File: src/design/sha1sh_pkg.sv
// Shared types, constants and helpers for the SHA-1 stream hasher.
// No dependencies; used by controller, datapath and top level.
package sha1sh_pkg;

    localparam int unsigned WORD_W = 32;
    localparam int unsigned NUM_H  = 5;

    localparam logic [5:0] LEN_POS   = 6'd56;
    localparam logic [5:0] FILL_LAST = 6'd63;
    localparam logic [6:0] ROUND_LAST = 7'd79;
    localparam logic [6:0] GRP1_START = 7'd20;
    localparam logic [6:0] GRP2_START = 7'd40;
    localparam logic [6:0] GRP3_START = 7'd60;
    localparam logic [2:0] WORD_LAST = 3'd4;
    localparam logic [7:0] PAD_BYTE  = 8'h80;

    localparam logic [WORD_W-1:0] H_INIT [NUM_H] = '{
        32'h67452301, 32'hefcdab89, 32'h98badcfe, 32'h10325476, 32'hc3d2e1f0
    };

    typedef enum logic [2:0] {
        ST_IDLE,
        ST_PADZ,
        ST_LEN,
        ST_ROUND,
        ST_HUPD,
        ST_EMIT
    } state_t;

    typedef enum logic [1:0] {
        BSEL_DATA,
        BSEL_PAD,
        BSEL_ZERO,
        BSEL_LEN
    } bsel_t;

    typedef enum logic [1:0] {
        GRP_CH,
        GRP_PAR1,
        GRP_MAJ,
        GRP_PAR2
    } grp_t;

    typedef struct packed {
        logic       push;
        bsel_t      bsel;
        logic       len_load;
        logic       load_work;
        logic       round_step;
        grp_t       round_grp;
        logic       h_update;
        logic       restart;
        logic       out_load;
        logic [2:0] out_idx;
    } cmd_t;

    function automatic logic [WORD_W-1:0] round_k(input grp_t grp);
        logic [WORD_W-1:0] k;
        case (grp)
            GRP_CH:   k = 32'h5a827999;
            GRP_PAR1: k = 32'h6ed9eba1;
            GRP_MAJ:  k = 32'h8f1bbcdc;
            GRP_PAR2: k = 32'hca62c1d6;
            default:  k = 32'h5a827999;
        endcase
        return k;
    endfunction

endpackage

File: src/design/sha1sh_datapath.sv
// Datapath of the SHA-1 hasher: block shift buffer and message schedule,
// round unit, chaining words, length counter and output register. Uses sha1sh_pkg.
module sha1sh_datapath (
    input  logic                clk,
    input  logic                rst_n,
    input  sha1sh_pkg::cmd_t    cmd,
    input  logic [7:0]          data_byte,
    output logic [5:0]          fill,
    output logic [31:0]         m_tdata,
    output logic [2:0]          m_tuser,
    output logic                m_tlast
);

    logic [511:0] blk_reg;
    logic [31:0]  h_reg [sha1sh_pkg::NUM_H];
    logic [31:0]  a_reg, b_reg, c_reg, d_reg, e_reg;
    logic [5:0]   fill_reg;
    logic [60:0]  total_reg;
    logic [63:0]  len_reg;
    logic [31:0]  m_tdata_reg;
    logic [2:0]   m_tuser_reg;
    logic         m_tlast_reg;

    logic [7:0]  push_byte;
    logic [31:0] w0, w2, w8, w13, w_mix, w_new;
    logic [31:0] f_val, t_val;

    always_comb
    begin
        case (cmd.bsel)
            sha1sh_pkg::BSEL_DATA: push_byte = data_byte;
            sha1sh_pkg::BSEL_PAD:  push_byte = sha1sh_pkg::PAD_BYTE;
            sha1sh_pkg::BSEL_ZERO: push_byte = 8'h00;
            sha1sh_pkg::BSEL_LEN:  push_byte = len_reg[63:56];
            default:               push_byte = 8'h00;
        endcase
    end

    assign w0    = blk_reg[511 -: 32];
    assign w2    = blk_reg[447 -: 32];
    assign w8    = blk_reg[255 -: 32];
    assign w13   = blk_reg[95 -: 32];
    assign w_mix = w13 ^ w8 ^ w2 ^ w0;
    assign w_new = {w_mix[30:0], w_mix[31]};

    always_comb
    begin
        case (cmd.round_grp)
            sha1sh_pkg::GRP_CH:  f_val = (b_reg & c_reg) | (~b_reg & d_reg);
            sha1sh_pkg::GRP_MAJ: f_val = (b_reg & c_reg) | (b_reg & d_reg) | (c_reg & d_reg);
            default:             f_val = b_reg ^ c_reg ^ d_reg;
        endcase
    end

    assign t_val = {a_reg[26:0], a_reg[31:27]} + f_val + e_reg
                 + sha1sh_pkg::round_k(cmd.round_grp) + w0;

    always_ff @(posedge clk)
    begin
        if (cmd.push)
        begin
            blk_reg <= {blk_reg[503:0], push_byte};
        end
        else if (cmd.round_step)
        begin
            blk_reg <= {blk_reg[479:0], w_new};
        end
    end

    always_ff @(posedge clk)
    begin
        if (cmd.load_work)
        begin
            a_reg <= h_reg[0];
            b_reg <= h_reg[1];
            c_reg <= h_reg[2];
            d_reg <= h_reg[3];
            e_reg <= h_reg[4];
        end
        else if (cmd.round_step)
        begin
            a_reg <= t_val;
            b_reg <= a_reg;
            c_reg <= {b_reg[1:0], b_reg[31:2]};
            d_reg <= c_reg;
            e_reg <= d_reg;
        end
    end

    always_ff @(posedge clk or negedge rst_n)
    begin
        if (!rst_n)
        begin
            h_reg <= sha1sh_pkg::H_INIT;
        end
        else if (cmd.restart)
        begin
            h_reg <= sha1sh_pkg::H_INIT;
        end
        else if (cmd.h_update)
        begin
            h_reg[0] <= h_reg[0] + a_reg;
            h_reg[1] <= h_reg[1] + b_reg;
            h_reg[2] <= h_reg[2] + c_reg;
            h_reg[3] <= h_reg[3] + d_reg;
            h_reg[4] <= h_reg[4] + e_reg;
        end
    end

    always_ff @(posedge clk or negedge rst_n)
    begin
        if (!rst_n)
        begin
            fill_reg  <= '0;
            total_reg <= '0;
        end
        else if (cmd.restart)
        begin
            fill_reg  <= '0;
            total_reg <= '0;
        end
        else if (cmd.push)
        begin
            fill_reg <= fill_reg + 6'd1;
            if (cmd.bsel == sha1sh_pkg::BSEL_DATA)
            begin
                total_reg <= total_reg + 61'd1;
            end
        end
    end

    always_ff @(posedge clk)
    begin
        if (cmd.len_load)
        begin
            len_reg <= {total_reg, 3'b000};
        end
        else if (cmd.push && (cmd.bsel == sha1sh_pkg::BSEL_LEN))
        begin
            len_reg <= {len_reg[55:0], 8'h00};
        end
    end

    always_ff @(posedge clk)
    begin
        if (cmd.out_load)
        begin
            m_tdata_reg <= h_reg[cmd.out_idx];
            m_tuser_reg <= cmd.out_idx;
            m_tlast_reg <= (cmd.out_idx == sha1sh_pkg::WORD_LAST);
        end
    end

    assign fill    = fill_reg;
    assign m_tdata = m_tdata_reg;
    assign m_tuser = m_tuser_reg;
    assign m_tlast = m_tlast_reg;

endmodule

File: src/design/sha1sh_ctrl.sv
// Controller of the SHA-1 hasher: sequences byte intake, padding, rounds,
// chaining update and digest output. Uses sha1sh_pkg.
module sha1sh_ctrl (
    input  logic              clk,
    input  logic              rst_n,
    input  logic              s_tvalid,
    input  logic              s_tuser,
    input  logic              m_tready,
    input  logic [5:0]        fill,
    output logic              s_tready,
    output logic              m_tvalid,
    output sha1sh_pkg::cmd_t  cmd
);

    sha1sh_pkg::state_t state_reg, state_next;
    sha1sh_pkg::state_t ret_reg, ret_next;
    logic [6:0] round_reg, round_next;
    logic [2:0] idx_reg, idx_next;
    logic       m_tvalid_reg, m_tvalid_next;
    logic       accept;
    logic       slot_free;
    logic       fill_last;

    assign s_tready  = (state_reg == sha1sh_pkg::ST_IDLE);
    assign accept    = s_tvalid && s_tready;
    assign slot_free = !m_tvalid_reg || m_tready;
    assign fill_last = (fill == sha1sh_pkg::FILL_LAST);
    assign m_tvalid  = m_tvalid_reg;

    always_comb
    begin
        state_next    = state_reg;
        ret_next      = ret_reg;
        round_next    = round_reg;
        idx_next      = idx_reg;
        m_tvalid_next = m_tvalid_reg && !m_tready;
        case (state_reg)
            sha1sh_pkg::ST_IDLE:
            begin
                if (accept)
                begin
                    if (s_tuser)
                    begin
                        state_next = fill_last ? sha1sh_pkg::ST_ROUND : sha1sh_pkg::ST_PADZ;
                        ret_next   = sha1sh_pkg::ST_PADZ;
                    end
                    else if (fill_last)
                    begin
                        state_next = sha1sh_pkg::ST_ROUND;
                        ret_next   = sha1sh_pkg::ST_IDLE;
                    end
                end
            end
            sha1sh_pkg::ST_PADZ:
            begin
                if (fill == sha1sh_pkg::LEN_POS)
                begin
                    state_next = sha1sh_pkg::ST_LEN;
                end
                else if (fill_last)
                begin
                    state_next = sha1sh_pkg::ST_ROUND;
                    ret_next   = sha1sh_pkg::ST_PADZ;
                end
            end
            sha1sh_pkg::ST_LEN:
            begin
                if (fill_last)
                begin
                    state_next = sha1sh_pkg::ST_ROUND;
                    ret_next   = sha1sh_pkg::ST_EMIT;
                end
            end
            sha1sh_pkg::ST_ROUND:
            begin
                if (round_reg == sha1sh_pkg::ROUND_LAST)
                begin
                    round_next = '0;
                    state_next = sha1sh_pkg::ST_HUPD;
                end
                else
                begin
                    round_next = round_reg + 7'd1;
                end
            end
            sha1sh_pkg::ST_HUPD:
            begin
                state_next = ret_reg;
                idx_next   = '0;
            end
            sha1sh_pkg::ST_EMIT:
            begin
                if (slot_free)
                begin
                    m_tvalid_next = 1'b1;
                    idx_next      = idx_reg + 3'd1;
                    if (idx_reg == sha1sh_pkg::WORD_LAST)
                    begin
                        state_next = sha1sh_pkg::ST_IDLE;
                    end
                end
            end
            default:
            begin
                state_next = sha1sh_pkg::ST_IDLE;
            end
        endcase
    end

    always_comb
    begin
        cmd = '0;
        case (state_reg)
            sha1sh_pkg::ST_IDLE:
            begin
                if (accept)
                begin
                    cmd.push      = 1'b1;
                    cmd.bsel      = s_tuser ? sha1sh_pkg::BSEL_PAD : sha1sh_pkg::BSEL_DATA;
                    cmd.len_load  = s_tuser;
                    cmd.load_work = fill_last;
                end
            end
            sha1sh_pkg::ST_PADZ:
            begin
                if (fill != sha1sh_pkg::LEN_POS)
                begin
                    cmd.push      = 1'b1;
                    cmd.bsel      = sha1sh_pkg::BSEL_ZERO;
                    cmd.load_work = fill_last;
                end
            end
            sha1sh_pkg::ST_LEN:
            begin
                cmd.push      = 1'b1;
                cmd.bsel      = sha1sh_pkg::BSEL_LEN;
                cmd.load_work = fill_last;
            end
            sha1sh_pkg::ST_ROUND:
            begin
                cmd.round_step = 1'b1;
                if (round_reg < sha1sh_pkg::GRP1_START)
                begin
                    cmd.round_grp = sha1sh_pkg::GRP_CH;
                end
                else if (round_reg < sha1sh_pkg::GRP2_START)
                begin
                    cmd.round_grp = sha1sh_pkg::GRP_PAR1;
                end
                else if (round_reg < sha1sh_pkg::GRP3_START)
                begin
                    cmd.round_grp = sha1sh_pkg::GRP_MAJ;
                end
                else
                begin
                    cmd.round_grp = sha1sh_pkg::GRP_PAR2;
                end
            end
            sha1sh_pkg::ST_HUPD:
            begin
                cmd.h_update = 1'b1;
            end
            sha1sh_pkg::ST_EMIT:
            begin
                if (slot_free)
                begin
                    cmd.out_load = 1'b1;
                    cmd.out_idx  = idx_reg;
                    cmd.restart  = (idx_reg == sha1sh_pkg::WORD_LAST);
                end
            end
            default:
            begin
                cmd = '0;
            end
        endcase
    end

    always_ff @(posedge clk or negedge rst_n)
    begin
        if (!rst_n)
        begin
            state_reg    <= sha1sh_pkg::ST_IDLE;
            ret_reg      <= sha1sh_pkg::ST_IDLE;
            round_reg    <= '0;
            idx_reg      <= '0;
            m_tvalid_reg <= 1'b0;
        end
        else
        begin
            state_reg    <= state_next;
            ret_reg      <= ret_next;
            round_reg    <= round_next;
            idx_reg      <= idx_next;
            m_tvalid_reg <= m_tvalid_next;
        end
    end

endmodule

File: src/design/sha1_stream_hasher_top.sv
// Intake: a message byte is taken while idle; the 64th byte of a block starts its
// compression (80 rounds on one round unit, 1 chaining update), which stalls intake.
// Finish: pad, zero and length bytes go in, with a pause before the length; each padded
// block (one or two) is compressed; then one digest word per cycle while output is taken.
// Reset: asynchronous, active low; chaining words return to the initial hash values,
// byte counts to zero. The block buffer is not cleared.
module sha1_stream_hasher_top (
    input  logic        clk,
    input  logic        rst_n,
    input  logic        s_tvalid,
    output logic        s_tready,
    input  logic [7:0]  s_tdata,   // [7:0] data_byte
    input  logic [0:0]  s_tuser,   // [0] operation
    output logic        m_tvalid,
    input  logic        m_tready,
    output logic [31:0] m_tdata,   // [31:0] digest_word
    output logic [2:0]  m_tuser,   // [2:0] word_index
    output logic        m_tlast
);

    sha1sh_pkg::cmd_t cmd;
    logic [5:0]       fill;

    sha1sh_ctrl u_ctrl (
        .clk      (clk),
        .rst_n    (rst_n),
        .s_tvalid (s_tvalid),
        .s_tuser  (s_tuser[0]),
        .m_tready (m_tready),
        .fill     (fill),
        .s_tready (s_tready),
        .m_tvalid (m_tvalid),
        .cmd      (cmd)
    );

    sha1sh_datapath u_dp (
        .clk       (clk),
        .rst_n     (rst_n),
        .cmd       (cmd),
        .data_byte (s_tdata),
        .fill      (fill),
        .m_tdata   (m_tdata),
        .m_tuser   (m_tuser),
        .m_tlast   (m_tlast)
    );

endmodule

File: config.mk
export PLATFORM = sky130hd
export DESIGN_NAME = sha1_stream_hasher_top
export DESIGN_NICKNAME = d
export VERILOG_FILES = /design/src/design/sha1sh_pkg.sv /design/src/design/sha1sh_datapath.sv /design/src/design/sha1sh_ctrl.sv /design/src/design/sha1_stream_hasher_top.sv
export SDC_FILE = /design/constraint.sdc
export NUM_CORES = 2
export LEC_CHECK = 0
export ABC_AREA = 1
export BUFFER_PORTS_ARGS = -buffer_cell sky130_fd_sc_hd__buf_2
export CAP_MARGIN = 20
export CORE_UTILIZATION = 50
export CTS_CLUSTER_DIAMETER = 200
export DETAILED_ROUTE_END_ITERATION = 10
export PLACE_DENSITY = 0.64
export RECOVER_POWER = 25
export SETUP_SLACK_MARGIN = 0.5
export SLEW_MARGIN = 10
export SYNTH_ARGS = -nofsm -noshare
export SYNTH_HDL_FRONTEND = slang
export SYNTH_SLANG_ARGS = --single-unit
File: constraint.sdc
create_clock -name clk -period 29 [get_ports clk]
set_clock_uncertainty 0.1 [all_clocks]
set_input_delay 0 -clock clk [delete_from_list [all_inputs] [get_ports clk]]
set_output_delay 0 -clock clk [all_outputs]
set_load 0.02 [all_outputs]
==> impl_metrics.py <==
metrics = {
    "grt": {
        "grt-ovfl-total": 0,
        "antenna_found_initial": 8,
        "grt_first_pass_wirelength_um": 308200,
        "gr-usage-all-layers": 0.3319,
        "grt_pass1_vias": 48430,
        "grt_max_degree": 188,
    },
    "clock_network": {
        "cts.sinks": 1012,
        "cts_resized": 0,
        "cts_tree": "built",
        "cts_buffer_depth": 3,
        "htree_levels": 3,
        "cts_inserted_buffers": 112,
        "insertion_delay_ps": 740,
        "clk_pin_slew_ps": 60,
        "root_buffer": "clkbuf_16",
    },
    "drt": {
        "antenna_left": 0,
        "dr_wl_met3_um": 17050,
        "vias_per_cell": 5.670,
        "top_layer": "met4",
        "met2WireLength_um": 93530,
        "wl_per_cell_um": 22.94,
        "drt_iter0_drc": 5776,
        "via_count": 51510,
        "routed_wl_um": 208400,
        "drt_pre_antenna_iters": 6,
        "drc": 0,
        "wirelength_met1_um": 88380,
    },
    "place": {
        "numPortBuffers": 50,
        "place.gp.congestion": 1.056,
        "place_hpwl_um": 157900,
        "dpl_cell_area_um2": 63010,
    },
    "synth": {
        "synth.distinct_cells": 48,
        "yosys.area.top_type": "edfxtp_1",
        "ys_warn_count": 0,
        "async_flop_share": 0.2401,
        "synth_area_leaders": "edfxtp_1, nand2_1, o21ai_0, dfrtp_1, inv_1",
        "syn_inst": 7391,
        "syn_area_um2": 61390,
        "ys_seq_area_frac": 0.4768,
        "synth_flop_cell": "edfxtp_1",
        "synth_common_cells": "nand2_1, inv_1, o21ai_0, edfxtp_1, nor2_1",
        "postSynthAreaPerCell_um2": 8.306,
        "syn-num-nets": 7732,
        "ys_seq_elements": 1012,
        "synth_edf_count": 769,
        "synth.most_common_cell": "nand2_1",
        "yosysTopAreaCellShare": 0.3761,
    },
    "finish": {
        "area_growth_pct": 9.000,
        "final_core_util": 0.5498,
        "design_area_um2": 66920,
        "largest_reg_flops": 512,
        "layout-drive-gt1-share": 0.04586,
        "nets": 7700,
    },
    "power": {
        "power_density_nw_per_um2": 141.3,
        "p_leak_nw": 29.23,
        "peakVddDrop_v": 0.0001442,
    },
    "timing": {
        "fin_hold_ws_ps": 26.20,
        "finalSetupViolations": 0,
        "timing.slew.headroom": -1.736,
        "fin_crit_sh": 0.3129,
        "fmax_ghz": 0.1102,
        "fin_tns_setup_ps": 0,
        "finalMaxSlewViolations": 733,
        "finalCriticalPeriod_ps": 9074,
        "rsz0062_at_grt": "false",
        "hold_viol": 0,
        "worst_pin_slew_ps": 4104,
    },
    "hold_path": {
        "min-delay-path-class": "input port to register",
    },
    "die": {
        "rows": 128,
        "ioPinCount": 51,
        "die_h_um": 352.4,
        "start_util": 0.5044,
        "dieWidth_um": 352.4,
        "die_area_um2": 124200,
        "coreArea_um2": 121700,
    },
    "setup_path": {
        "worstPathCellList": "dlygate4sd3_1 > dlygate4sd3_1 > clkbuf_1 > clkbuf_1 > clkbuf_1",
        "cp_num_buf_inv": 5,
        "critPathLaunchType": "input port",
        "critPathRequiredTime_ps": 28790,
        "path_max_fanout": 70,
        "critical_path_class": "input port to async pin",
        "max_stage_delay_ps": 3020,
        "critPathMostFrequentCell": "clkbuf_1",
        "arrival_ps": 8870,
        "critPathSlowestCell": "clkbuf_1",
        "crit_path_end_kind": "async pin",
        "cpLargestDelayFamily": "buffers and inverters",
    },
    "status": {
        "status": "finished, violations left",
        "violations": "capacitance limit, slew limit",
    },
    "flow_run": {
        "maxCapViolCount": 14,
    },
}
layout make-up:
class	count	area, um2
repair buffers	108	673.1
multi-input cells	5036	26920
inverters	1089	4093
diodes	2	5.005
clock buffers	157	3204
flip-flops and latches	1012	29270
clock inverters	56	715.7
fillers	11570	54800
well taps	1625	2033
logic make-up (layout without fill, tap and decap cells):
kind of cell | Yosys count | count (layout) | synth area share
buffers and inverters | 1343 | 1410 | 0.08484
other | 0 | 2 | 0
DFF | 1012 | 1012 | 0.4768
muxes | 5 | 5 | 0.0008153
adders and majority gates | 328 | 328 | 0.08213
AOI/OAI and AO/OA | 1522 | 1522 | 0.1318
xor gates and xnor gates | 182 | 182 | 0.02597
and+or+nand+nor | 2999 | 2999 | 0.1976
metal layers:
layer  up-vias  GRT usage
met5         -          0
met4         0     0.1428
met3       380    0.05123
met2      1995     0.5170
met1     24820     0.4605
li1      24320          -
repair_timing:
item	4_1_cts	5_1_grt
hold buffers	14	0
hold endpoints to repair	160	0
buffers inserted	0	0
path summary, 6_finish.rpt:
kind / end / startpoint / slack [ps] / depth (start not counted)
setup / recovery: u_dp.total_reg[2] / rst_n / 19930 / 5
min in group asynchronous: u_dp.h_reg[6] / rst_n / 2270 / 3
max in group clk: u_dp.blk_reg[104] / u_ctrl.state_reg[0] / 21390 / 8
hold / removal: u_ctrl.ret_reg[0] / s_tuser / 30 / 4
hold reg to reg: u_dp.total_reg[17] / u_dp.total_reg[17] / 380 / 2
setup reg to reg: u_dp.blk_reg[104] / u_ctrl.state_reg[0] / 21390 / 8
worst reg2reg max path, cell delays in order, from the launching register on:
cell     delay, ps
dfrtp_1        410
nand2_1         90
nor2_1         570
inv_1          350
nand2_1       1930
buf_12         740
buf_4         1070
buf_4          960
buf_4          950
power by group:
group          switching [mW]  total, mW  internal [mW]
clock                   0.627       1.52          0.897
sequential              0.521       3.23           2.70
combinational            3.30       4.71           1.41
per-stage QoR:
stage          instances  power, mW  setup slack, ps
2_1_floorplan       7391      6.613            15390
3_3_place_gp        8856      7.818            22290
3_5_place_dp        8856      7.870            22240
4_1_cts             9083      9.429            22220
5_1_grt             9083      10.16            18750
6_report            9085      9.457            19930
placed cells by master (no fill, tap or decap), types with 12 or more instances in the layout:
cell,instances
o21ai_0,1012
xnor2_1,84
inv_1,1080
dfrtp_1,163
buf_4,33
o211ai_1,21
nand4_1,83
a21oi_1,273
clkbuf_1,72
nor3_1,73
clkbuf_8,19
xor2_1,98
bufinv_16,14
nor2_1,484
o21ai_1,19
clkinv_2,15
o22ai_1,75
dlygate4sd3_1,13
clkbuf_16,114
dfstp_2,80
edfxtp_1,769
clkinv_1,12
nand3_1,295
a22oi_1,28
fa_1,125
nand2_1,2004
or2_2,14
ha_1,203
a21o_1,12
o21bai_1,21
No activity file was read; power rests on OpenSTA's default activity.
